**config.mk**
```make
export PLATFORM = sky130hd
export DESIGN_NAME = c2d_mac
export DESIGN_NICKNAME = d
export VERILOG_FILES = /design/src/hw/rtl/c2d_pkg.sv /design/src/hw/rtl/c2d_mac.sv
export SDC_FILE = /design/constraint.sdc
export NUM_CORES = 1
export LEC_CHECK = 0
export BUFFER_PORTS_ARGS = -buffer_cell sky130_fd_sc_hd__buf_2
export CORE_AREA = 2 2 192 194
export DETAILED_ROUTE_END_ITERATION = 8
export DIE_AREA = 0 0 194 196
export RECOVER_POWER = 50
export SYNTH_ARGS = -nofsm -noshare
export SYNTH_HDL_FRONTEND = slang
export SYNTH_SLANG_ARGS = --single-unit
```
**constraint.sdc**
```tcl
create_clock -name clk -period 4 [get_ports clk]
set_input_delay 0.4 -clock clk [delete_from_list [all_inputs] [get_ports clk]]
set_output_delay 0.4 -clock clk [all_outputs]
set_load 0.05 [all_outputs]
```
**src/hw/rtl/c2d_pkg.sv**
```systemverilog
package c2d_pkg;

	// Default sizes of the stores and the kernel limit.
	localparam int unsigned WEIGHT_DEPTH_DEF     = 4096;
	localparam int unsigned PIXEL_DEPTH_DEF      = 4096;
	localparam int unsigned MAX_OUT_CHANNELS_DEF = 64;
	localparam int unsigned MAX_KERNEL_DEF       = 7;

	// Widths of the running weight and pixel indexes, set by the register widths.
	localparam int unsigned WIDX_W = 18;
	localparam int unsigned PIDX_W = 22;

	typedef enum logic [1:0] {
		FUNC_LOAD_WEIGHT = 2'd0,
		FUNC_LOAD_BIAS   = 2'd1,
		FUNC_LOAD_PIXEL  = 2'd2,
		FUNC_COMPUTE     = 2'd3
	} func_t;

	localparam logic [2:0] REG_IN_CHANNELS  = 3'd0;
	localparam logic [2:0] REG_IN_HEIGHT    = 3'd1;
	localparam logic [2:0] REG_IN_WIDTH     = 3'd2;
	localparam logic [2:0] REG_OUT_CHANNELS = 3'd3;
	localparam logic [2:0] REG_KERNEL_H     = 3'd4;
	localparam logic [2:0] REG_KERNEL_W     = 3'd5;
	localparam logic [2:0] REG_STRIDE       = 3'd6;
	localparam logic [2:0] REG_PADDING      = 3'd7;

	typedef struct packed {
		logic [4:0] in_channels;
		logic [6:0] in_height;
		logic [6:0] in_width;
		logic [6:0] out_channels;
		logic [2:0] kernel_height;
		logic [2:0] kernel_width;
		logic [2:0] stride;
		logic [1:0] padding;
	} cfg_t;

	// One tap issued to the multiply-accumulate pipeline.
	typedef struct packed {
		logic valid;
		logic last;
	} tap_t;

	// The request under way, as the result stage needs it.
	typedef struct packed {
		logic [5:0] co;
		logic [5:0] orow;
		logic [5:0] ocol;
		logic       bad;
		logic       bias_ok;
	} req_t;

endpackage

```
**src/hw/rtl/c2d_mac.sv**
```systemverilog
module c2d_mac (
	input  logic                clk,
	input  logic                arst_n,
	input  logic                clear,
	input  c2d_pkg::tap_t       tap,
	input  logic signed [15:0]  w_rd,
	input  logic signed [15:0]  p_rd,
	output logic signed [47:0]  acc,
	output logic                done
);

	c2d_pkg::tap_t      tap_s1;
	logic               vld_s2, last_s2;
	logic signed [31:0] prod_s2;
	logic signed [47:0] acc_q;
	logic               done_q;

	// The tap flags are registered in tap_s1 alongside the store read, in step with the read data.
	always_ff @(posedge clk or negedge arst_n) begin
		if (!arst_n) begin
			tap_s1  <= '0;
			vld_s2  <= 1'b0;
			last_s2 <= 1'b0;
			done_q  <= 1'b0;
		end else begin
			tap_s1  <= tap;
			vld_s2  <= tap_s1.valid;
			last_s2 <= tap_s1.last;
			done_q  <= last_s2;
		end
	end

	always_ff @(posedge clk) begin
		prod_s2 <= w_rd * p_rd;
	end

	always_ff @(posedge clk) begin
		if (clear) begin
			acc_q <= '0;
		end else if (vld_s2) begin
			acc_q <= acc_q + 48'(prod_s2);
		end
	end

	assign acc  = acc_q;
	assign done = done_q;

endmodule

```
==> results of run 1 <==
## critical path, cell delays in order
cell	delay [ns]
buf_6	0.12
buf_4	0.15
buf_4	0.14
and2_1	0.14
fa_1	0.47
fa_1	0.59
fa_1	0.45
fa_1	0.48
fa_1	0.52
fa_1	0.42
ha_1	0.31
a21oi_1	0.13
nor2b_1	0.06
o21ai_1	0.12
nand2b_1	0.08
or3_1	0.32
a31o_4	0.22
a2111o_1	0.37
o211ai_1	0.11
## state kept, by name, summed over array words and instances (netlist names)
signal and count:
prod_s2 32, last_s2 1, vld_s2 1, acc 48
tap_s1 2, done 1
## per-stage QoR
step | instance area [um^2] | TNS (ns) | util [%] | hold slack [ns]
3_5_place_dp | 17100 | -32.61 | 47.3 | 0.217
2_1_floorplan | 15300 | -21.66 | - | 0.104
4_1_cts | 18200 | -21.45 | 50.5 | 0.154
6_report | 18400 | -21.54 | 51.0 | 0.165
3_3_place_gp | 17100 | -31.63 | 47.3 | 0.214
5_1_grt | 18400 | -25.76 | 51.0 | 0.159
## area by class of cell
type | instances | area (um^2)
Clock inverter | 5 | 108
Tap cell | 468 | 586
Multi-Input combinational cell | 1189 | 12200
Timing Repair Buffer | 268 | 2200
Sequential cell | 85 | 1730
Clock buffer | 11 | 243
Inverter | 344 | 1290
Fill cell | 3417 | 17700
## worst max-delay path by stage
| stage | from | to | slack [ns] | cells past startpoint |
|---|---|---|---|---|
| after floorplan | w_rd[15] | prod_s2[31]$_DFF_P_ | -1.51 | 22 |
| after global placement | w_rd[15] | prod_s2[31]$_DFF_P_ | -1.77 | 22 |
| after detailed placement | w_rd[15] | prod_s2[31]$_DFF_P_ | -1.85 | 20 |
| after CTS | p_rd[4] | prod_s2[30]$_DFF_P_ | -1.36 | 24 |
| after global routing | w_rd[15] | prod_s2[31]$_DFF_P_ | -1.53 | 22 |
| final | w_rd[12] | prod_s2[31]$_DFF_P_ | -1.34 | 19 |
## per-layer routing
layer,up-vias,share of wire [%]
met3,28,3.0
met4,0,1.5
met2,191,48
li1,5676,-
met1,5716,47
met5,-,0
## Yosys cell counts (all sizes together) (16+ instances only)
cell    number  area (um^2)
o21ai       37          185
and2       125          783
nor2        84          315
a21o        35          263
xor2        16          140
ha         129         1610
xnor2       53          464
nand3       16         85.1
clkbuf      49          184
inv        344         1290
dfxtp       80         1600
nand2      151          569
mux2i       32          320
a21oi       79          399
fa         263         5270
o21bai      16          120
## cells by family after synthesis
logic type / Yosys count / synth area share [%]
xor gates and xnor gates: 69 / 4.06
muxes: 33 / 2.25
and+or+nand+nor: 452 / 15.1
AOI/OAI and AO/OA: 243 / 10.7
DFF: 85 / 11.6
buffers and inverters: 400 / 10.1
adders and majority gates: 392 / 46.2
## timing repair
action                                  CTS  global route
gates resized for setup                 166            58
hold buffers                              1             0
gates cloned                              2             0
endpoints found under the setup margin   23            24
buffers inserted                         24            11
pin swaps                                77            59
hold endpoints to repair                  5             0
==> results.md, run 1 <==
- Port bufs: 85
- Worst Hold End: tap_s1[0]$_DFF_PN0_
- Tcrit/Tclk final: 133%
- Proportion of layout cells with a drive suffix above 1: 20.5%
- Slew headroom: 30.5%
- Dpl cells: 2,324
- RR Startpoint: acc[0]$_SDFFE_PP0P_
- Synth cell types: 67
- Vias in the first global route: 12,600
- M2 GR Usage: 34.6%
- CTS Buffer Depth: 2
- CP required: 4.26 ns
- Unrepaired setup endpoints after global routing: yes
- Die extent in x: 194 um
- WL/cell: 14.9 um
- CTS tree: built
- Layout Area Growth over Synthesis: 23.6%
- Syn avg cell area: 8.89 um^2
- Detailed Route WL: 35,300 um
- DR pass1 iterations: 4
- Tmin final: 5.34 ns
- Slew @ Worst Pin: 1.04 ns
- Nets: 2,326
- Full die area: 0.0380 mm^2
- Warning count from the yosys run: 0
- Antenna cells: 0
- Aggregate global-route resource usage: 19.3%
- Critical Path Start Type: input port
- Detailed-placement wirelength estimate: 30,000 um
- Run status: complete, but fails checks
- Post-Syn Area: 0.0149 mm^2
- Endpoint type of the worst setup path: flop
- Later-pin clock latency in the skew report: 0.34 ns
- CTS Buf Count: 9
- Met1 Track Usage GR: 25.7%
- Final setup fails: 22
- Clock root buffer: clkbuf_16
- Failing checks: setup timing
- Core area: 0.0361 mm^2
- Initial Util: 41.2%
- First-pass GRT wire length: 60,900 um
- Num rows: 70
- Overflow after GRT: 0
- F_max: 0.187 GHz
- Setup Crit Path Kind: in -> reg
- Hold path cells: 1
- Non-Filler Instances: 2,370
- H-tree depth: 3
- Clock transition at path regs: 0.07 ns
- HP Start: tap[0]
- WP data arrival: 5.60 ns
- Setup ws final: -1.34 ns
- Via count: 11,600
- Iter 0 DRT Violations: 431
- Cells after synthesis: 1,674
- Number of synthesized flops with an enable pin: 0
- IO Pins: 86
- Pin count of the biggest net entering global routing: 59
- Worst-path fanout max: 9
- Residual DRC count: 0
- Dpl ws: -1.85 ns
- Reg2Reg Setup Slack: 0.53 ns
- Syn Nets: 2,103
- RR Endpoint: acc[26]$_SDFFE_PP0P_
- Via/cell ratio: 4.90
- Most common cell after layout, fill and taps aside: inv_1
- Clock Sinks: 85
- R2r worst-path depth: 14
- Worst hold path type: in -> reg
- Die Span Y: 196 um
- Final hold vios: 0
- Gpl congestion: 0.858
- Number of max-cap violations: 0
- Asr flop ratio synth: 5.88%
- Ys flop type: dfxtp_1
- Commonest non-fill, non-tap cells in the layout: inv_1, fa_1, buf_4, nand2_1, ha_1
- Antenna violations before repair: 0
- Seq cells post-synth: 85
- Clock Skews: 0.00769 ns
- Post-DRT Antenna Nets: 0
- Global routing's busiest layer: met2
- Final Slew Violations: 0
- Seq/Total Area, Yosys: 11.6%
- Met3 GRT Util: 1.38%
Power of run 1 is not shown: default switching activity piles up to over one toggle a cycle in this logic, so the estimate is an artifact.
==> run 2: changes to the inputs <==
CORE_AREA = 2 2 156 158   (was 2 2 192 194)
DIE_AREA = 0 0 158 160   (was 0 0 194 196)
PLACE_DENSITY = 0.82   (was unset)
==> run 2 against run 1 <==
Effect of this change:
- non-clock buffer count is 1 higher
- register-to-register slack worse by 0.15 ns
- clock-buffer cell count is 1 higher
- final area is 1.4% lower
- clock skew is 0.0013 ns higher
- the flow still finishes with violations (setup timing)
==> results.md, run 2 (synthesis gave the netlist of run 1 again) <==
- Dpl cells: 2,179 (was 2,324)
- Die extent in x: 158 um (was 194 um)
- Setup Crit Path Kind: in -> reg (unchanged)
- Met1 Track Usage GR: 37.8% (was 25.7%)
- Run status: complete, but fails checks (unchanged)
- Hold slack: 0.161 ns (was 0.165 ns)
- Clock Sinks: 85 (unchanged)
- Aggregate global-route resource usage: 31.1% (was 19.3%)
- Most used cell, CP: fa_1 (unchanged)
- Filler Cells Inserted: 1,584 (was 3,417)
- Worst hold path type: in -> reg (unchanged)
- Tmin final: 5.46 ns (was 5.34 ns)
- Layout Area Growth over Synthesis: 21.9% (was 23.6%)
- Num rows: 57 (was 70)
- Vias in the first global route: 13,300 (was 12,600)
- Sequential standard cell area: 0.00173 mm^2 (unchanged)
- Unrepaired setup endpoints after global routing: yes (unchanged)
- First-pass GRT wire length: 63,200 um (was 60,900 um)
- Antenna violations before repair: 0 (unchanged)
- DR pass1 iterations: 6 (was 4)
- Nets: 2,327 (was 2,326)
- Max incr delay on CP: 0.57 ns (was 0.59 ns)
- IO Pins: 86 (unchanged)
- Proportion of layout cells with a drive suffix above 1: 21.1% (was 20.5%)
- Endpoint type of the worst setup path: flop (unchanged)
- WP data arrival: 5.69 ns (was 5.60 ns)
- R2r worst-path depth: 14 (unchanged)
- Crit-path cells: buf_12, and2_4, fa_1, inv_2, fa_1, fa_1, fa_1, inv_2, fa_1, inv_2, fa_1, inv_2, ha_4, buf_6, nand3_4, a2111oi_4, a21o_1, o21ai_2, o21ai_2, a211oi_2, o21bai_1, a21oi_1, xnor2_1 (was buf_6, buf_4, buf_4, and2_1, fa_1, fa_1, fa_1, fa_1, fa_1, fa_1, ha_1, a21oi_1, nor2b_1, o21ai_1, nand2b_1, or3_1, a31o_4, a2111o_1, o211ai_1)
- HP Start: tap[1] (was tap[0])
- Multi-input gate area: 0.0123 mm^2 (was 0.0122 mm^2)
- Initial Util: 62.5% (was 41.2%)
- Worst-path fanout max: 6 (was 9)
- RR Startpoint: acc[0]$_SDFFE_PP0P_ (unchanged)
- Post-DRT Antenna Nets: 0 (unchanged)
- Clock transition at path regs: 0.06 ns (was 0.07 ns)
- Final setup fails: 25 (was 22)
- Die Span Y: 160 um (was 196 um)
- CP top delay family: adder cells (unchanged)
- Core area: 0.0238 mm^2 (was 0.0361 mm^2)
- Slowest CP cell: fa_1 (unchanged)
- Final Cell Area: 0.0181 mm^2 (was 0.0184 mm^2)
- Iter 0 DRT Violations: 791 (was 431)
- Worst Path Buf+Inv: 6 (was 3)
- Non-Filler Instances: 2,227 (was 2,370)
- Later-pin clock latency in the skew report: 0.34 ns (about the same)
- Hold path cells: 1 (unchanged)
- CP required: 4.23 ns (was 4.26 ns)
- CTS Buf Count: 9 (unchanged)
- CTS tree: built (unchanged)
- Residual DRC count: 0 (unchanged)
- Met3 GRT Util: 4.23% (was 1.38%)
- Port bufs: 85 (unchanged)
- WL/cell: 17.3 um (was 14.9 um)
- Antenna cells: 0 (unchanged)
- Final hold vios: 0 (unchanged)
- Clock root buffer: clkbuf_16 (unchanged)
- Overflow after GRT: 0 (unchanged)
- Detailed-placement wirelength estimate: 29,400 um (was 30,000 um)
- H-tree depth: 3 (unchanged)
- Setup ws final: -1.46 ns (was -1.34 ns)
- Pin count of the biggest net entering global routing: 59 (unchanged)
- Area post-placement: 0.0169 mm^2 (was 0.0171 mm^2)
- Failing checks: setup timing (unchanged)
- Final Slew Violations: 0 (unchanged)
- Slew @ Worst Pin: 1.06 ns (was 1.04 ns)
- Worst Hold End: tap_s1[1]$_DFF_PN0_ (was tap_s1[0]$_DFF_PN0_)
- CTS Buffer Depth: 2 (unchanged)
- F_max: 0.183 GHz (was 0.187 GHz)
- Number of max-cap violations: 0 (unchanged)
- Full die area: 0.0253 mm^2 (was 0.0380 mm^2)
- Reg2Reg Setup Slack: 0.38 ns (was 0.53 ns)
- Largest register FFs: 48 (unchanged)
- Via count: 12,400 (was 11,600)
- Gpl congestion: 0.913 (was 0.858)
- Slew headroom: 29.6% (was 30.5%)
- Global routing's busiest layer: met2 (unchanged)
- Commonest non-fill, non-tap cells in the layout: inv_1, fa_1, buf_4, nand2_1, ha_1 (unchanged)
- Tcrit/Tclk final: 136% (was 133%)
- Detailed Route WL: 38,400 um (was 35,300 um)
- Via/cell ratio: 5.57 (was 4.90)
- Critical Path Start Type: input port (unchanged)
- RR Endpoint: acc[44]$_SDFFE_PP0P_ (was acc[26]$_SDFFE_PP0P_)
- Most common cell after layout, fill and taps aside: inv_1 (unchanged)
- Clock Skews: 0.00899 ns (was 0.00769 ns)
- M2 GR Usage: 56.2% (was 34.6%)
==> run 2: per-stage QoR <==
step	util (%)	worst slack, ns	TNS, ns
2_1_floorplan	-	-1.51	-21.66
3_3_place_gp	71.0	-1.79	-30.84
3_5_place_dp	71.0	-1.93	-33.36
4_1_cts	75.3	-1.40	-23.27
5_1_grt	76.1	-1.62	-28.92
6_report	76.1	-1.46	-26.46
==> run 2: worst max-delay path by stage <==
stage | start | to | cells past startpoint
final | w_rd[7] | prod_s2[30]$_DFF_P_ | 23
after global routing | w_rd[15] | prod_s2[30]$_DFF_P_ | 21
after CTS | w_rd[5] | prod_s2[31]$_DFF_P_ | 21
after detailed placement | w_rd[6] | prod_s2[31]$_DFF_P_ | 21
after global placement | p_rd[4] | prod_s2[30]$_DFF_P_ | 24
after floorplan | w_rd[15] | prod_s2[31]$_DFF_P_ | 22
==> run 2: timing repair <==
item	CTS	global route
setup buffers	32	11
hold buffers	1	0
hold endpoints to repair	5	0
endpoints found under the setup margin	23	24
pin swaps	63	51
resized for setup	135	71
gates cloned	0	0
==> run 2: per-layer routing <==
layer	routed length (um)	up-vias	share of wire (%)
met5	0	-	0
met4	1510	0	3.9
met3	2330	157	6.1
met2	19800	538	51
met1	14800	6028	39
li1	-	5688	-
==> run 2: cell type report <==
| type | instances | share of cell area (%) |
|---|---|---|
| clock buffer | 12 | 1.41 |
| clock inverter | 4 | 0.262 |
| inverter | 344 | 7.13 |
| multi-input combinational | 1189 | 67.8 |
| sequential | 85 | 9.53 |
| tap | 324 | 2.24 |
| timing repair buffer | 269 | 11.7 |
Power of run 2 is left out for the same reason.
==> run 3: changes to the inputs <==
BUFFER_PORTS_ARGS = -buffer_cell sky130_fd_sc_hd__clkbuf_2   (was -buffer_cell sky130_fd_sc_hd__buf_2)
REMOVE_ABC_BUFFERS = 1   (was unset)
==> run 3 against run 2 <==
Effect of this change:
- the run still ends with setup timing left
- critical path depth shrank 3
- die area is the same
- clock-buffer cell count shrank 1
- worst setup slack lost 0.25 ns
- utilization grew 0.66 points
- final area is 0.86% higher
- first-iteration DRC count increased by 37%
- non-clock buffer count is 14 higher
- sequential share of layout area is 0.081 points lower
- critical endpoint is now prod_s2[31]$_DFF_P_
- highest routed layer unchanged
==> results.md, run 3 (synthesis gave the netlist of run 1 again) <==
- Run status: complete, but fails checks (unchanged)
- Failing checks: setup timing (unchanged)
- Setup Crit Path Kind: in -> reg (unchanged)
- Full die area: 0.0253 mm^2 (unchanged)
- Non-Filler Instances: 2,241 (was 2,227)
- Via/cell ratio: 5.81 (was 5.57)
- Number of max-cap violations: 0 (unchanged)
- Overflow after GRT: 0 (unchanged)
- Clock transition at path regs: 0.06 ns (about the same)
- IO Pins: 86 (unchanged)
- CTS tree: built (unchanged)
- Gpl congestion: 0.960 (was 0.913)
- Tmin final: 5.71 ns (was 5.46 ns)
- Slew @ Worst Pin: 0.791 ns (was 1.06 ns)
- Commonest non-fill, non-tap cells in the layout: inv_1, fa_1, buf_4, nand2_1, ha_1 (unchanged)
- Unrepaired setup endpoints after global routing: yes (unchanged)
- H-tree depth: 3 (unchanged)
- Dpl ws: -2.08 ns (was -1.93 ns)
- Dpl cells: 2,197 (was 2,179)
- Worst-path fanout max: 6 (unchanged)
- Multi-input gate area: 0.0123 mm^2 (about the same)
- Num rows: 57 (unchanged)
- Antenna cells: 0 (unchanged)
- Final setup fails: 25 (unchanged)
- Vias in the first global route: 13,400 (was 13,300)
- Via count: 13,000 (was 12,400)
- Initial Util: 62.5% (unchanged)
- Tcrit/Tclk final: 143% (was 136%)
- Post-DRT Antenna Nets: 0 (unchanged)
- Nets: 2,341 (was 2,327)
- Sequential standard cell area: 0.00173 mm^2 (unchanged)
- Clock root buffer: clkbuf_16 (unchanged)
- Iter 0 DRT Violations: 1,083 (was 791)
- Endpoint type of the worst setup path: flop (unchanged)
- CTS Buffer Depth: 2 (unchanged)
- CP required: 4.25 ns (was 4.23 ns)
- Critical Path Start Type: input port (unchanged)
- Aggregate global-route resource usage: 31.4% (was 31.1%)
- Proportion of layout cells with a drive suffix above 1: 21.3% (was 21.1%)
- First-pass GRT wire length: 63,600 um (was 63,200 um)
- Final Util: 76.8% (was 76.1%)
- Final hold vios: 0 (unchanged)
- Layout Area Growth over Synthesis: 22.9% (was 21.9%)
- Most common cell after layout, fill and taps aside: inv_1 (unchanged)
- Die Span Y: 160 um (unchanged)
- F_max: 0.175 GHz (was 0.183 GHz)
- Largest register FFs: 48 (unchanged)
- Die extent in x: 158 um (unchanged)
- CTS Buf Count: 9 (unchanged)
- Antenna violations before repair: 0 (unchanged)
- Residual DRC count: 0 (unchanged)
- Clock Skews: 0.00692 ns (was 0.00899 ns)
- Pin count of the biggest net entering global routing: 38 (was 59)
- Later-pin clock latency in the skew report: 0.34 ns (about the same)
- Detailed Route WL: 44,000 um (was 38,400 um)
- WL/cell: 19.6 um (was 17.3 um)
- Core area: 0.0238 mm^2 (unchanged)
- Filler Cells Inserted: 1,476 (was 1,584)
- Detailed-placement wirelength estimate: 29,900 um (was 29,400 um)
- Worst hold path type: in -> reg (unchanged)
- Clock Sinks: 85 (unchanged)
- DR pass1 iterations: 5 (was 6)
- Slew headroom: 47.5% (was 29.6%)
- Setup TNS: -30.38 ns (was -26.46 ns)
- WP data arrival: 5.96 ns (was 5.69 ns)
- Port bufs: 85 (unchanged)
- Final Slew Violations: 0 (unchanged)
- Setup ws final: -1.71 ns (was -1.46 ns)
-- run 3: changes by cell type in the layout (fill, tap and decap cells not counted), moves of 6 or more --
cell	before	now
buf_2	13	3
buf_4	159	153
inv_1	312	318
buf_12	12	6
clkbuf_4	0	8
clkbuf_2	0	13
-- run 3: path summary, 6_finish.rpt --
kind,cells past startpoint,slack [ns],to,from
min,1,0.18,tap_s1[0]$_DFF_PN0_,tap[0]
max in group asynchronous,2,3.35,vld_s2$_DFF_PN0_,arst_n
max reg2reg,14,0.29,acc[26]$_SDFFE_PP0P_,acc[0]$_SDFFE_PP0P_
min reg2reg,0,0.35,done$_DFF_PN0_,last_s2$_DFF_PN0_
min in group asynchronous,2,0.44,tap_s1[0]$_DFF_PN0_,arst_n
max,20,-1.71,prod_s2[31]$_DFF_P_,w_rd[15]
-- run 3: critical path, cell delays in order --
cell	delay [ns]
clkbuf_8	0.15
and2_4	0.17
fa_2	0.61
inv_1	0.07
fa_1	0.53
fa_2	0.47
fa_1	0.59
fa_1	0.47
fa_1	0.56
inv_1	0.08
ha_1	0.19
a21o_1	0.18
a21o_1	0.18
a21oi_2	0.20
nand2_1	0.09
a21oi_2	0.21
a31oi_4	0.07
a31o_4	0.24
a2111o_1	0.37
o211ai_1	0.11
-- run 3: final cells by class --
type                    instances  share of cell area (%)
repair buffers                283                    12.3
multi-input cells            1189                    67.2
inverters                     344                    7.06
flip-flops and latches         85                    9.45
well taps                     324                    2.22
clock buffers                  11                    1.33
clock inverters                 5                   0.458
-- run 3: metrics by stage --
step	hold slack [ns]	area, um^2
5_1_grt	0.166	18300
2_1_floorplan	0.104	14700
3_5_place_dp	0.219	16800
6_report	0.182	18300
3_3_place_gp	0.215	16800
4_1_cts	0.171	17900
-- run 3: timing repair --
item | 4_1_cts | 5_1_grt
hold endpoints to repair | 5 | 0
pin swaps | 97 | 65
endpoints found under the setup margin | 24 | 25
gates cloned | 1 | 1
buffers inserted | 24 | 10
gates resized for setup | 155 | 112
hold buffers | 1 | 0
-- run 3: layer usage --
layer / track usage [%] / wire [um] / vias to the layer above
li1: - / - / 5721
met1: 39.0 / 16000 / 6294
met2: 57.0 / 21900 / 764
met3: 2.96 / 3250 / 241
met4: 10.6 / 2750 / 0
met5: 0 / 0 / -
Power of run 3 is left out for the same reason.
