`src/hw/rtl/c2d_pkg.sv`:
```
package c2d_pkg;

	// Default sizes of the stores and the kernel limit.
	localparam int unsigned WEIGHT_DEPTH_DEF     = 4096;
	localparam int unsigned PIXEL_DEPTH_DEF      = 4096;
	localparam int unsigned MAX_OUT_CHANNELS_DEF = 64;
	localparam int unsigned MAX_KERNEL_DEF       = 7;

	// Widths of the running weight and pixel indexes, set by the register widths.
	localparam int unsigned WIDX_W = 18;
	localparam int unsigned PIDX_W = 22;

	typedef enum logic [1:0] {
		FUNC_LOAD_WEIGHT = 2'd0,
		FUNC_LOAD_BIAS   = 2'd1,
		FUNC_LOAD_PIXEL  = 2'd2,
		FUNC_COMPUTE     = 2'd3
	} func_t;

	localparam logic [2:0] REG_IN_CHANNELS  = 3'd0;
	localparam logic [2:0] REG_IN_HEIGHT    = 3'd1;
	localparam logic [2:0] REG_IN_WIDTH     = 3'd2;
	localparam logic [2:0] REG_OUT_CHANNELS = 3'd3;
	localparam logic [2:0] REG_KERNEL_H     = 3'd4;
	localparam logic [2:0] REG_KERNEL_W     = 3'd5;
	localparam logic [2:0] REG_STRIDE       = 3'd6;
	localparam logic [2:0] REG_PADDING      = 3'd7;

	typedef struct packed {
		logic [4:0] in_channels;
		logic [6:0] in_height;
		logic [6:0] in_width;
		logic [6:0] out_channels;
		logic [2:0] kernel_height;
		logic [2:0] kernel_width;
		logic [2:0] stride;
		logic [1:0] padding;
	} cfg_t;

	// One tap issued to the multiply-accumulate pipeline.
	typedef struct packed {
		logic valid;
		logic last;
	} tap_t;

	// The request under way, as the result stage needs it.
	typedef struct packed {
		logic [5:0] co;
		logic [5:0] orow;
		logic [5:0] ocol;
		logic       bad;
		logic       bias_ok;
	} req_t;

endpackage

```
`src/hw/rtl/c2d_seq.sv`:
```
module c2d_seq #(
	parameter int unsigned WEIGHT_DEPTH     = c2d_pkg::WEIGHT_DEPTH_DEF,
	parameter int unsigned PIXEL_DEPTH      = c2d_pkg::PIXEL_DEPTH_DEF,
	parameter int unsigned MAX_OUT_CHANNELS = c2d_pkg::MAX_OUT_CHANNELS_DEF,
	parameter int unsigned MAX_KERNEL       = c2d_pkg::MAX_KERNEL_DEF
) (
	input  logic                          clk,
	input  logic                          arst_n,
	input  logic                          go,
	input  logic [5:0]                    out_channel,
	input  logic [5:0]                    out_row,
	input  logic [5:0]                    out_col,
	input  c2d_pkg::cfg_t                 cfg,
	input  logic                          mac_done,
	output logic                          busy,
	output c2d_pkg::tap_t                 tap,
	output logic [c2d_pkg::WIDX_W-1:0]    widx,
	output logic [c2d_pkg::PIDX_W-1:0]    pidx,
	output c2d_pkg::req_t                 req
);

	typedef enum logic [5:0] {
		ST_IDLE   = 6'b000001,
		ST_SETUP1 = 6'b000010,
		ST_SETUP2 = 6'b000100,
		ST_SETUP3 = 6'b001000,
		ST_RUN    = 6'b010000,
		ST_WAIT   = 6'b100000
	} state_t;

	localparam int unsigned KCAP = (MAX_KERNEL > 7) ? 7 : MAX_KERNEL;

	state_t state_q;

	logic [5:0]  co_q, orow_q, ocol_q;
	logic [8:0]  ys_q, xs_q;
	logic [10:0] m1_q;
	logic [13:0] m2_q;
	logic [13:0] hw_q;
	logic        bad_q;
	logic signed [10:0] y0_q, x0_q, y_q;
	logic signed [19:0] rowoff0_q, rowoff_q;
	logic [19:0] cbase_q;
	logic [c2d_pkg::WIDX_W-1:0] widx_q;
	logic [4:0]  ci_q;
	logic [2:0]  ky_q, kx_q;

	logic [2:0]  kh, kw, s_eff;
	logic        empty;
	logic        last_kx, last_ky, last_ci;
	logic signed [10:0] x_cur;
	logic signed [c2d_pkg::PIDX_W-1:0] pidx_s;
	logic        y_in, x_in, tap_ok;
	logic [9:0]  row_need, row_span, col_need, col_span;

	assign kh    = (cfg.kernel_height > 3'(KCAP)) ? 3'(KCAP) : cfg.kernel_height;
	assign kw    = (cfg.kernel_width > 3'(KCAP)) ? 3'(KCAP) : cfg.kernel_width;
	assign s_eff = (cfg.stride == 3'd0) ? 3'd1 : cfg.stride;
	assign empty = (cfg.in_channels == 5'd0) || (kh == 3'd0) || (kw == 3'd0);

	// A position is inside the output when pos*stride + kernel <= size + 2*padding.
	assign row_need = {1'b0, ys_q} + {7'd0, kh};
	assign row_span = {3'd0, cfg.in_height} + {7'd0, cfg.padding, 1'b0};
	assign col_need = {1'b0, xs_q} + {7'd0, kw};
	assign col_span = {3'd0, cfg.in_width} + {7'd0, cfg.padding, 1'b0};

	assign last_kx = (kx_q == kw - 3'd1);
	assign last_ky = (ky_q == kh - 3'd1);
	assign last_ci = (ci_q == cfg.in_channels - 5'd1);

	assign x_cur  = x0_q + $signed({8'd0, kx_q});
	assign pidx_s = $signed({2'd0, cbase_q}) + c2d_pkg::PIDX_W'(rowoff_q)
		+ c2d_pkg::PIDX_W'(x_cur);
	assign y_in   = (y_q >= 0) && (y_q < $signed({4'd0, cfg.in_height}));
	assign x_in   = (x_cur >= 0) && (x_cur < $signed({4'd0, cfg.in_width}));
	assign tap_ok = y_in && x_in
		&& (32'(widx_q) < 32'(WEIGHT_DEPTH))
		&& (32'(pidx_s) < 32'(PIXEL_DEPTH));

	always_comb begin
		tap = '0;
		case (state_q)
			ST_SETUP3: begin
				tap.valid = 1'b0;
				tap.last  = bad_q || empty;
			end
			ST_RUN: begin
				tap.valid = tap_ok;
				tap.last  = last_kx && last_ky && last_ci;
			end
			default: begin
				tap = '0;
			end
		endcase
	end

	always_ff @(posedge clk or negedge arst_n) begin
		if (!arst_n) begin
			state_q <= ST_IDLE;
		end else begin
			case (state_q)
				ST_IDLE: begin
					if (go) begin
						state_q <= ST_SETUP1;
					end
				end
				ST_SETUP1: begin
					state_q <= ST_SETUP2;
				end
				ST_SETUP2: begin
					state_q <= ST_SETUP3;
				end
				ST_SETUP3: begin
					state_q <= (bad_q || empty) ? ST_WAIT : ST_RUN;
				end
				ST_RUN: begin
					if (last_kx && last_ky && last_ci) begin
						state_q <= ST_WAIT;
					end
				end
				ST_WAIT: begin
					if (mac_done) begin
						state_q <= ST_IDLE;
					end
				end
				default: begin
					state_q <= ST_IDLE;
				end
			endcase
		end
	end

	always_ff @(posedge clk) begin
		case (state_q)
			ST_IDLE: begin
				if (go) begin
					co_q   <= out_channel;
					orow_q <= out_row;
					ocol_q <= out_col;
				end
			end
			ST_SETUP1: begin
				ys_q <= 9'(orow_q) * 9'(s_eff);
				xs_q <= 9'(ocol_q) * 9'(s_eff);
				m1_q <= 11'(co_q) * 11'(cfg.in_channels);
				hw_q <= 14'(cfg.in_height) * 14'(cfg.in_width);
			end
			ST_SETUP2: begin
				bad_q   <= ({1'b0, co_q} >= cfg.out_channels)
					|| (row_need > row_span) || (col_need > col_span);
				y0_q    <= $signed({2'd0, ys_q}) - $signed({9'd0, cfg.padding});
				x0_q    <= $signed({2'd0, xs_q}) - $signed({9'd0, cfg.padding});
				m2_q    <= m1_q * 14'(kh);
				ci_q    <= '0;
				ky_q    <= '0;
				kx_q    <= '0;
				cbase_q <= '0;
			end
			ST_SETUP3: begin
				rowoff0_q <= 20'(y0_q) * 20'($signed({1'b0, cfg.in_width}));
				rowoff_q  <= 20'(y0_q) * 20'($signed({1'b0, cfg.in_width}));
				y_q       <= y0_q;
				widx_q    <= c2d_pkg::WIDX_W'(m2_q) * c2d_pkg::WIDX_W'(kw);
			end
			ST_RUN: begin
				widx_q <= widx_q + 1'b1;
				if (!last_kx) begin
					kx_q <= kx_q + 3'd1;
				end else begin
					kx_q <= '0;
					if (!last_ky) begin
						ky_q     <= ky_q + 3'd1;
						y_q      <= y_q + 11'sd1;
						rowoff_q <= rowoff_q + $signed({13'd0, cfg.in_width});
					end else begin
						ky_q     <= '0;
						y_q      <= y0_q;
						rowoff_q <= rowoff0_q;
						ci_q     <= ci_q + 5'd1;
						cbase_q  <= cbase_q + 20'(hw_q);
					end
				end
			end
			default: begin
			end
		endcase
	end

	assign busy        = (state_q != ST_IDLE);
	assign widx        = widx_q;
	assign pidx        = pidx_s;
	assign req.co      = co_q;
	assign req.orow    = orow_q;
	assign req.ocol    = ocol_q;
	assign req.bad     = bad_q;
	assign req.bias_ok = ({26'd0, co_q} < 32'(MAX_OUT_CHANNELS));

endmodule

```
`config.mk`:
```
export PLATFORM = sky130hd
export DESIGN_NAME = c2d_seq
export DESIGN_NICKNAME = d
export VERILOG_FILES = /design/src/hw/rtl/c2d_pkg.sv /design/src/hw/rtl/c2d_seq.sv
export SDC_FILE = /design/constraint.sdc
export NUM_CORES = 1
export LEC_CHECK = 0
export BUFFER_PORTS_ARGS = -buffer_cell sky130_fd_sc_hd__buf_4
export CORE_ASPECT_RATIO = 2
export CORE_MARGIN = 5
export CORE_UTILIZATION = 45
export DETAILED_ROUTE_END_ITERATION = 6
export SYNTH_ARGS = -nofsm -noshare
export SYNTH_HDL_FRONTEND = slang
export SYNTH_SLANG_ARGS = --single-unit
```
`constraint.sdc`:
```
create_clock -name clk -period 6.02 [get_ports clk]
set_input_delay 1.204 -clock clk [delete_from_list [all_inputs] [get_ports clk]]
set_output_delay 1.204 -clock clk [all_outputs]
set_load 0.1 [all_outputs]
```
==> out/results.txt, run 1 <==
run status: finished with violations
violations in the final reports: setup timing
total of flip-flops plus latches after synthesis: 200
antenna viol nets, final: 0
share of synthesized area occupied by flip-flops and latches: 29.6%
area growth from synthesis to layout: 13.5%
final count of hold timing violations: 0
DRC viols: 0
Iter 0 DRT Violations: 544
leakage power: 10.5 nW
required time of the critical path: 4820 ps
Post-Place Cell Area: 22000 um^2
Yosys warning total: 0
Worst setup EP type: output pin
n_diodes: 0
highest layer used for signal routing: met4
Synth Net Count: 2544
fraction of final layout cells with drive strength greater than 1: 11.4%
unrepaired setup endpoints after global routing: true
starting density of the core: 45.5%
clock tree from TritonCTS: built
Routed wire per std cell: 19.0 um
total power consumption of the routed design: 8.07 mW
clock transition at the registers of the reported paths: 80 ps
vertical die dimension: 309 um
Async S/R FF share, synth: 3.00%
shortest clock period the worst path allows after layout: 6210 ps
Die Footprint: 49400 um^2
worst hold slack after final layout: 530 ps
count of flip-flops with a built-in enable after synthesis: 194
number of distinct standard cells referenced by the synthesized netlist: 65
wire length reported by the detailed router: 52.9 mm
proportion of netlist area held by the largest area contributor: 28.9%
cell taking the most area after synthesis: sky130_fd_sc_hd__edfxtp_1
Final Max Slew Viols: 0
kind of path behind the tightest hold check: in -> async
post-detail-place hpwl: 44.0 mm
Clock Tree Root: sky130_fd_sc_hd__clkbuf_16
Syn Inst Count: 2094
maximum resistive drop on vdd: 350 uV
Routed met1 length: 18.3 mm
RePlAce Congestion: 0.903
Remaining Overflow, GRT: 0
number of clock buffers inserted by TritonCTS: 17
design area: 22900 um^2
port buffer count: 120
maximum fanout along the worst path: 7
crit path from: kx_q[0]
Final Skew: 17.6 ps
number of hold buffers added after CTS: 0
cells taking the most area after synthesis: sky130_fd_sc_hd__edfxtp_1 (29%), sky130_fd_sc_hd__fa_1 (15%), sky130_fd_sc_hd__ha_1 (15%)
Critical Path AT: 5010 ps
global-route wire length before repair: 85.8 mm
total setup violations reported at the end of the flow: 1
Avg Cell Area, Syn: 9.63 um^2
power density relative to cell area: 353 nW/um^2
Fillers: 4035
actual slew at the worst max-slew pin: 985 ps
cell area after synthesis: 20200 um^2
number of clock sinks seen by CTS: 200
final worst setup slack: -191 ps
critical path startpoint category: flip-flop
clock insertion delay at the later pin of the skew report: 470 ps
top_reg_cell synth: sky130_fd_sc_hd__edfxtp_1
routed length on met2: 29.9 mm
critical path type: reg -> out
pin count of the biggest net entering global routing: 73
Maximum Capacitance Violations: 0
share of the cycle needed by the critical path after routing: 103%
via count: 15200
worst slew margin relative to its limit: 34.2%
FP Rows: 109
routed wire length on met3: 1.57 mm
aggregate global-route resource usage: 22.1%
number of antenna violations at the first check in global routing: 0
list of most frequent post-synthesis cells: sky130_fd_sc_hd__inv_1 (276), sky130_fd_sc_hd__nand2_1 (236), sky130_fd_sc_hd__ha_1 (235)
Die X: 160 um
number of levels in the clock H-tree: 4
number of global-route vias before repair: 16600
clock buffer depth: 2
number of primary I/O pins: 122
total core area: 44300 um^2
detailed-router iteration count before antenna repair: 5
dominant cell by count in the synthesized netlist: sky130_fd_sc_hd__inv_1
fin nets: 2673
achievable frequency: 0.161 GHz
depth of the worst register-to-register path: 18
ratio of routed vias to standard cells: 5.43
Post-Route Utilization: 51.7%
R2R Path Start: y0_q[1]
-- cell type report --
type,count,area [um^2],area share (%)
repair buffers,167,1310,5.72
inverters,276,1040,4.54
flip-flops and latches,200,5980,26.1
multi-input cells,1561,13300,57.9
clock inverters,14,180,0.787
clock buffers,18,429,1.87
well taps,555,694,3.03
-- worst max-delay path: stages (launching register included) --
cell                         delay (ps)
sky130_fd_sc_hd__edfxtp_1           370
sky130_fd_sc_hd__ha_2               190
sky130_fd_sc_hd__inv_1               50
sky130_fd_sc_hd__fa_2               370
sky130_fd_sc_hd__inv_1               70
sky130_fd_sc_hd__a21o_1             200
sky130_fd_sc_hd__nand3_2            100
sky130_fd_sc_hd__nand2_2            100
sky130_fd_sc_hd__clkinvlp_4         200
sky130_fd_sc_hd__buf_4              200
sky130_fd_sc_hd__fa_1               550
sky130_fd_sc_hd__ha_4               230
sky130_fd_sc_hd__and3_4             190
sky130_fd_sc_hd__and3_4             200
sky130_fd_sc_hd__a41oi_1            210
sky130_fd_sc_hd__nand2_1            130
sky130_fd_sc_hd__a211oi_4           310
sky130_fd_sc_hd__xnor2_4            120
sky130_fd_sc_hd__nor3_1             150
sky130_fd_sc_hd__nand3b_1           140
sky130_fd_sc_hd__nor4_4             180
sky130_fd_sc_hd__buf_6              260
-- state kept, by name (all words and copies together) (netlist names) --
register / count
bad_q: 1
cbase_q: 20
ci_q: 5
co_q: 6
hw_q: 14
kx_q: 3
ky_q: 3
m1_q: 11
m2_q: 14
ocol_q: 6
orow_q: 6
rowoff0_q: 18
rowoff_q: 20
state_q: 6
widx: 18
x0_q: 10
xs_q: 9
y0_q: 10
y_q: 11
ys_q: 9
-- placed cells by master, fill, tap and decap left out, drive strengths merged, types with 28 or more instances in the layout --
cell type	count
o21ai	79
xor2	79
xnor2	104
nand2	236
and3	28
a21o	36
nand3	33
inv	283
fa	156
a21oi	106
edfxtp	194
ha	235
nor2	122
and2	112
buf	167
-- where the power goes --
group          total (mW)  switching (mW)  internal, mW
Combinational        4.74            2.98          1.76
Clock                1.22           0.587         0.634
Sequential           2.11           0.170          1.94
Total                8.07            3.74          4.33
-- what timing repair did --
action,in CTS,in global routing
pin swaps,6,6
resized for setup,16,18
setup endpoints to repair,2,5
setup buffers,4,7
-- cells by family (layout without fill, tap and decap cells) --
group | Yosys count | count (layout) | share of synthesized area (%)
AND/OR/NAND/NOR | 660 | 660 | 15.9
AO/OA/AOI/OAI | 318 | 318 | 9.72
adder cells (fa/ha/maj) | 391 | 391 | 30.1
buffers and inverters | 333 | 475 | 6.26
flip-flops | 200 | 200 | 29.6
XOR/XNOR | 183 | 183 | 7.95
multiplexers | 8 | 8 | 0.409
other | 1 | 1 | 0.0186
-- per-stage QoR --
step	setup slack, ps	instances	TNS [ps]
after CTS	-133	2784	-133
after floorplan	-1070	2094	-1070
final	-191	2791	-191
after global routing	-424	2791	-555
after detailed placement	38.1	2748	0
after global placement	139	2748	0
-- per-layer routing --
layer / up-vias / global-route usage [%]
li1: 7257 / -
met3: 131 / 2.49
met1: 7401 / 21.1
met5: - / 0
met4: 0 / 12.5
met2: 374 / 44.7
-- worst paths after layout --
kind | to | slack (ps)
worst max-delay path | tap[1] | -190
worst min-delay path | state_q[4] | 530
worst max register to register | rowoff_q[17] | 890
worst min register to register | state_q[5] | 610
max in group asynchronous | state_q[0] | 5280
min in group clk | state_q[5] | 610
Power figures use the tool's default switching activity.
==> run 2: changes to the inputs <==
CELL_PAD_IN_SITES_DETAIL_PLACEMENT = 0   (was not set)
CELL_PAD_IN_SITES_GLOBAL_PLACEMENT = 1   (was not set)
PLACE_DENSITY_LB_ADDON = 0.1   (was not set)
SKIP_LAST_GASP = 1   (was not set)
==> run 2 against run 1 <==
  * The run still ends with setup timing left
  * Setup slack improved by 85 ps
  * Non-clock buffer count fell by 16
  * Clock skew fell by 3.1 ps
  * Largest cell class unchanged
  * Hold slack got worse by 12 ps
  * Via count fell by 2.4%
  * Routed wire length rose by 4.8%
  * Global-route usage rose by 0.93 points
==> out/results.txt, run 2 (same netlist as run 1, synthesis figures left out) <==
total setup violations reported at the end of the flow: 1 (unchanged)
clock buffer depth: 2 (unchanged)
Remaining Overflow, GRT: 0 (unchanged)
reg-to-reg setup timing slack: 930 ps (+40 ps)
final worst setup slack: -105 ps (+85.1 ps)
Routed met1 length: 18.6 mm (+1.4%)
via count: 14800 (-2.4%)
ratio of routed vias to standard cells: 5.33 (-1.9%)
depth of the worst register-to-register path: 17 (-1)
registers with the highest flip-flop counts: cbase_q x20, rowoff_q x20
critical path startpoint category: flip-flop
required time of the critical path: 4820 ps (about the same)
port buffer count: 120 (unchanged)
final count of hold timing violations: 0 (unchanged)
worst slew margin relative to its limit: 27.0% (-7.1 points)
pin count of the biggest net entering global routing: 55 (-25%)
Worst setup EP type: output pin
Die X: 160 um (unchanged)
area growth from synthesis to layout: 12.5%
wire length reported by the detailed router: 55.5 mm (+4.8%)
violations in the final reports: setup timing
maximum fanout along the worst path: 4 (-3)
aggregate global-route resource usage: 23.0% (+0.93 points)
clock transition at the registers of the reported paths: 90 ps (about the same)
routed length on met2: 32.8 mm (+9.6%)
antenna viol nets, final: 0 (unchanged)
total core area: 44300 um^2 (unchanged)
fraction of final layout cells with drive strength greater than 1: 10.5% (-0.91 points)
Cells after DPL: 2742 (-0.22%)
number of hold buffers added after CTS: 0 (unchanged)
fin nets: 2657 (-0.60%)
n_diodes: 0 (unchanged)
global-route wire length before repair: 87.6 mm (+2.1%)
post-route setup TNS: -105 ps (+85.1 ps)
number of global-route vias before repair: 16100 (-2.7%)
critical path type: reg -> out
design area: 22700 um^2 (-0.91%)
post-detail-place hpwl: 46.8 mm (+6.3%)
number of clock buffers inserted by TritonCTS: 17 (unchanged)
crit path from: kx_q[0]
unrepaired setup endpoints after global routing: true
Final Skew: 14.4 ps (-3.13 ps)
Final Max Slew Viols: 0 (unchanged)
detailed-router iteration count before antenna repair: 4 (-1)
worst reg2reg path endpoint: rowoff_q[19]
actual slew at the worst max-slew pin: 1090 ps (+107 ps)
Clock Tree Root: sky130_fd_sc_hd__clkbuf_16
Die Footprint: 49400 um^2 (unchanged)
highest layer used for signal routing: met4
DRC viols: 0 (unchanged)
power density relative to cell area: 351 nW/um^2 (-0.42%)
number of antenna violations at the first check in global routing: 0 (unchanged)
FP Rows: 109 (unchanged)
number of levels in the clock H-tree: 4 (unchanged)
run status: finished with violations
shortest clock period the worst path allows after layout: 6130 ps (-85.1 ps)
achievable frequency: 0.163 GHz (+1.4%)
clock insertion delay at the later pin of the skew report: 480 ps (about the same)
vertical die dimension: 309 um (unchanged)
Post-Place Cell Area: 22000 um^2 (-0.20%)
number of primary I/O pins: 122 (unchanged)
worst slack at placement: 72.8 ps (+34.6 ps)
number of clock sinks seen by CTS: 200 (unchanged)
kind of path behind the tightest hold check: in -> async
leakage power: 10.4 nW (-0.83%)
Critical Path AT: 4920 ps (-90 ps)
share of the cycle needed by the critical path after routing: 102% (-1.4 points)
number of cells in the finished layout apart from fillers: 2775 (-0.57%)
R2R Path Start: y0_q[1]
Routed wire per std cell: 20.0 um (+5.4%)
leading cell types in the layout, fill and taps excluded: sky130_fd_sc_hd__inv_1 (275), sky130_fd_sc_hd__nand2_1 (235), sky130_fd_sc_hd__ha_1 (230)
Maximum Capacitance Violations: 0 (unchanged)
commonest non-fill, non-tap cell in the layout: sky130_fd_sc_hd__inv_1
starting density of the core: 45.5% (unchanged)
routed wire length on met3: 1.25 mm (-21%)
maximum resistive drop on vdd: 265 uV (-24%)
Iter 0 DRT Violations: 545 (+0.18%)
clock tree from TritonCTS: built
RePlAce Congestion: 0.882 (-2.3%)
Fillers: 4111 (+1.9%)
==> run 2: critical path, stage by stage (launching register included) <==
cell and delay, ps:
sky130_fd_sc_hd__edfxtp_1 380, sky130_fd_sc_hd__ha_2 190, sky130_fd_sc_hd__inv_1 50, sky130_fd_sc_hd__fa_2 370, sky130_fd_sc_hd__inv_1 70, sky130_fd_sc_hd__a21o_1 200, sky130_fd_sc_hd__nand2_1 130, sky130_fd_sc_hd__xnor2_2 190
sky130_fd_sc_hd__fa_1 490, sky130_fd_sc_hd__ha_4 270, sky130_fd_sc_hd__o21a_1 180, sky130_fd_sc_hd__o31a_1 130, sky130_fd_sc_hd__o31a_1 350, sky130_fd_sc_hd__o211ai_1 330, sky130_fd_sc_hd__a21oi_2 150, sky130_fd_sc_hd__xnor2_4 150
sky130_fd_sc_hd__nor4_2 260, sky130_fd_sc_hd__nand3b_1 110, sky130_fd_sc_hd__nor4_2 180, sky130_fd_sc_hd__buf_6 270
==> run 2: through the flow <==
step / util [%] / power [mW] / hold WS [ps]
global placement: 49.6 / 6.76 / 587
floorplan: - / 5.65 / 536
finish: 51.2 / 7.97 / 518
detailed placement: 49.6 / 6.84 / 588
CTS: 51.1 / 8.06 / 497
global route: 51.2 / 8.58 / 499
==> run 2: how the worst max path moves through the flow <==
stage	endpoint	cells past startpoint
2_1_floorplan	tap[1]	19
3_3_place_gp	tap[1]	18
3_5_place_dp	tap[1]	18
4_1_cts	tap[1]	19
5_1_grt	tap[1]	19
6_report	tap[1]	19
==> run 2: area by class of cell <==
cell class              instances  area, um^2  share of cell area [%]
flip-flops and latches        200        5980                    26.3
well taps                     555         694                    3.06
clock inverters                15         173                   0.761
repair buffers                151        1160                    5.12
multi-input cells            1561       13200                    58.3
inverters                     276        1040                    4.58
clock buffers                  17         425                    1.88
==> run 2: per-layer routing <==
| layer | GRT usage [%] | vias up |
|---|---|---|
| met4 | 11.4 | 0 |
| met2 | 48.3 | 270 |
| li1 | - | 7236 |
| met5 | 0 | - |
| met3 | 2.46 | 100 |
| met1 | 21.3 | 7189 |
==> run 2: power breakdown <==
part	leakage [nW]	internal (mW)	switching (mW)
clock network	0.293	0.562	0.612
registers	1.86	1.94	0.175
logic	8.25	1.70	2.98
==> run 2: what timing repair did <==
action	4_1_cts	5_1_grt
resized for setup	8	7
pin swaps	7	3
endpoints found under the setup margin	3	5
buffers inserted	1	0
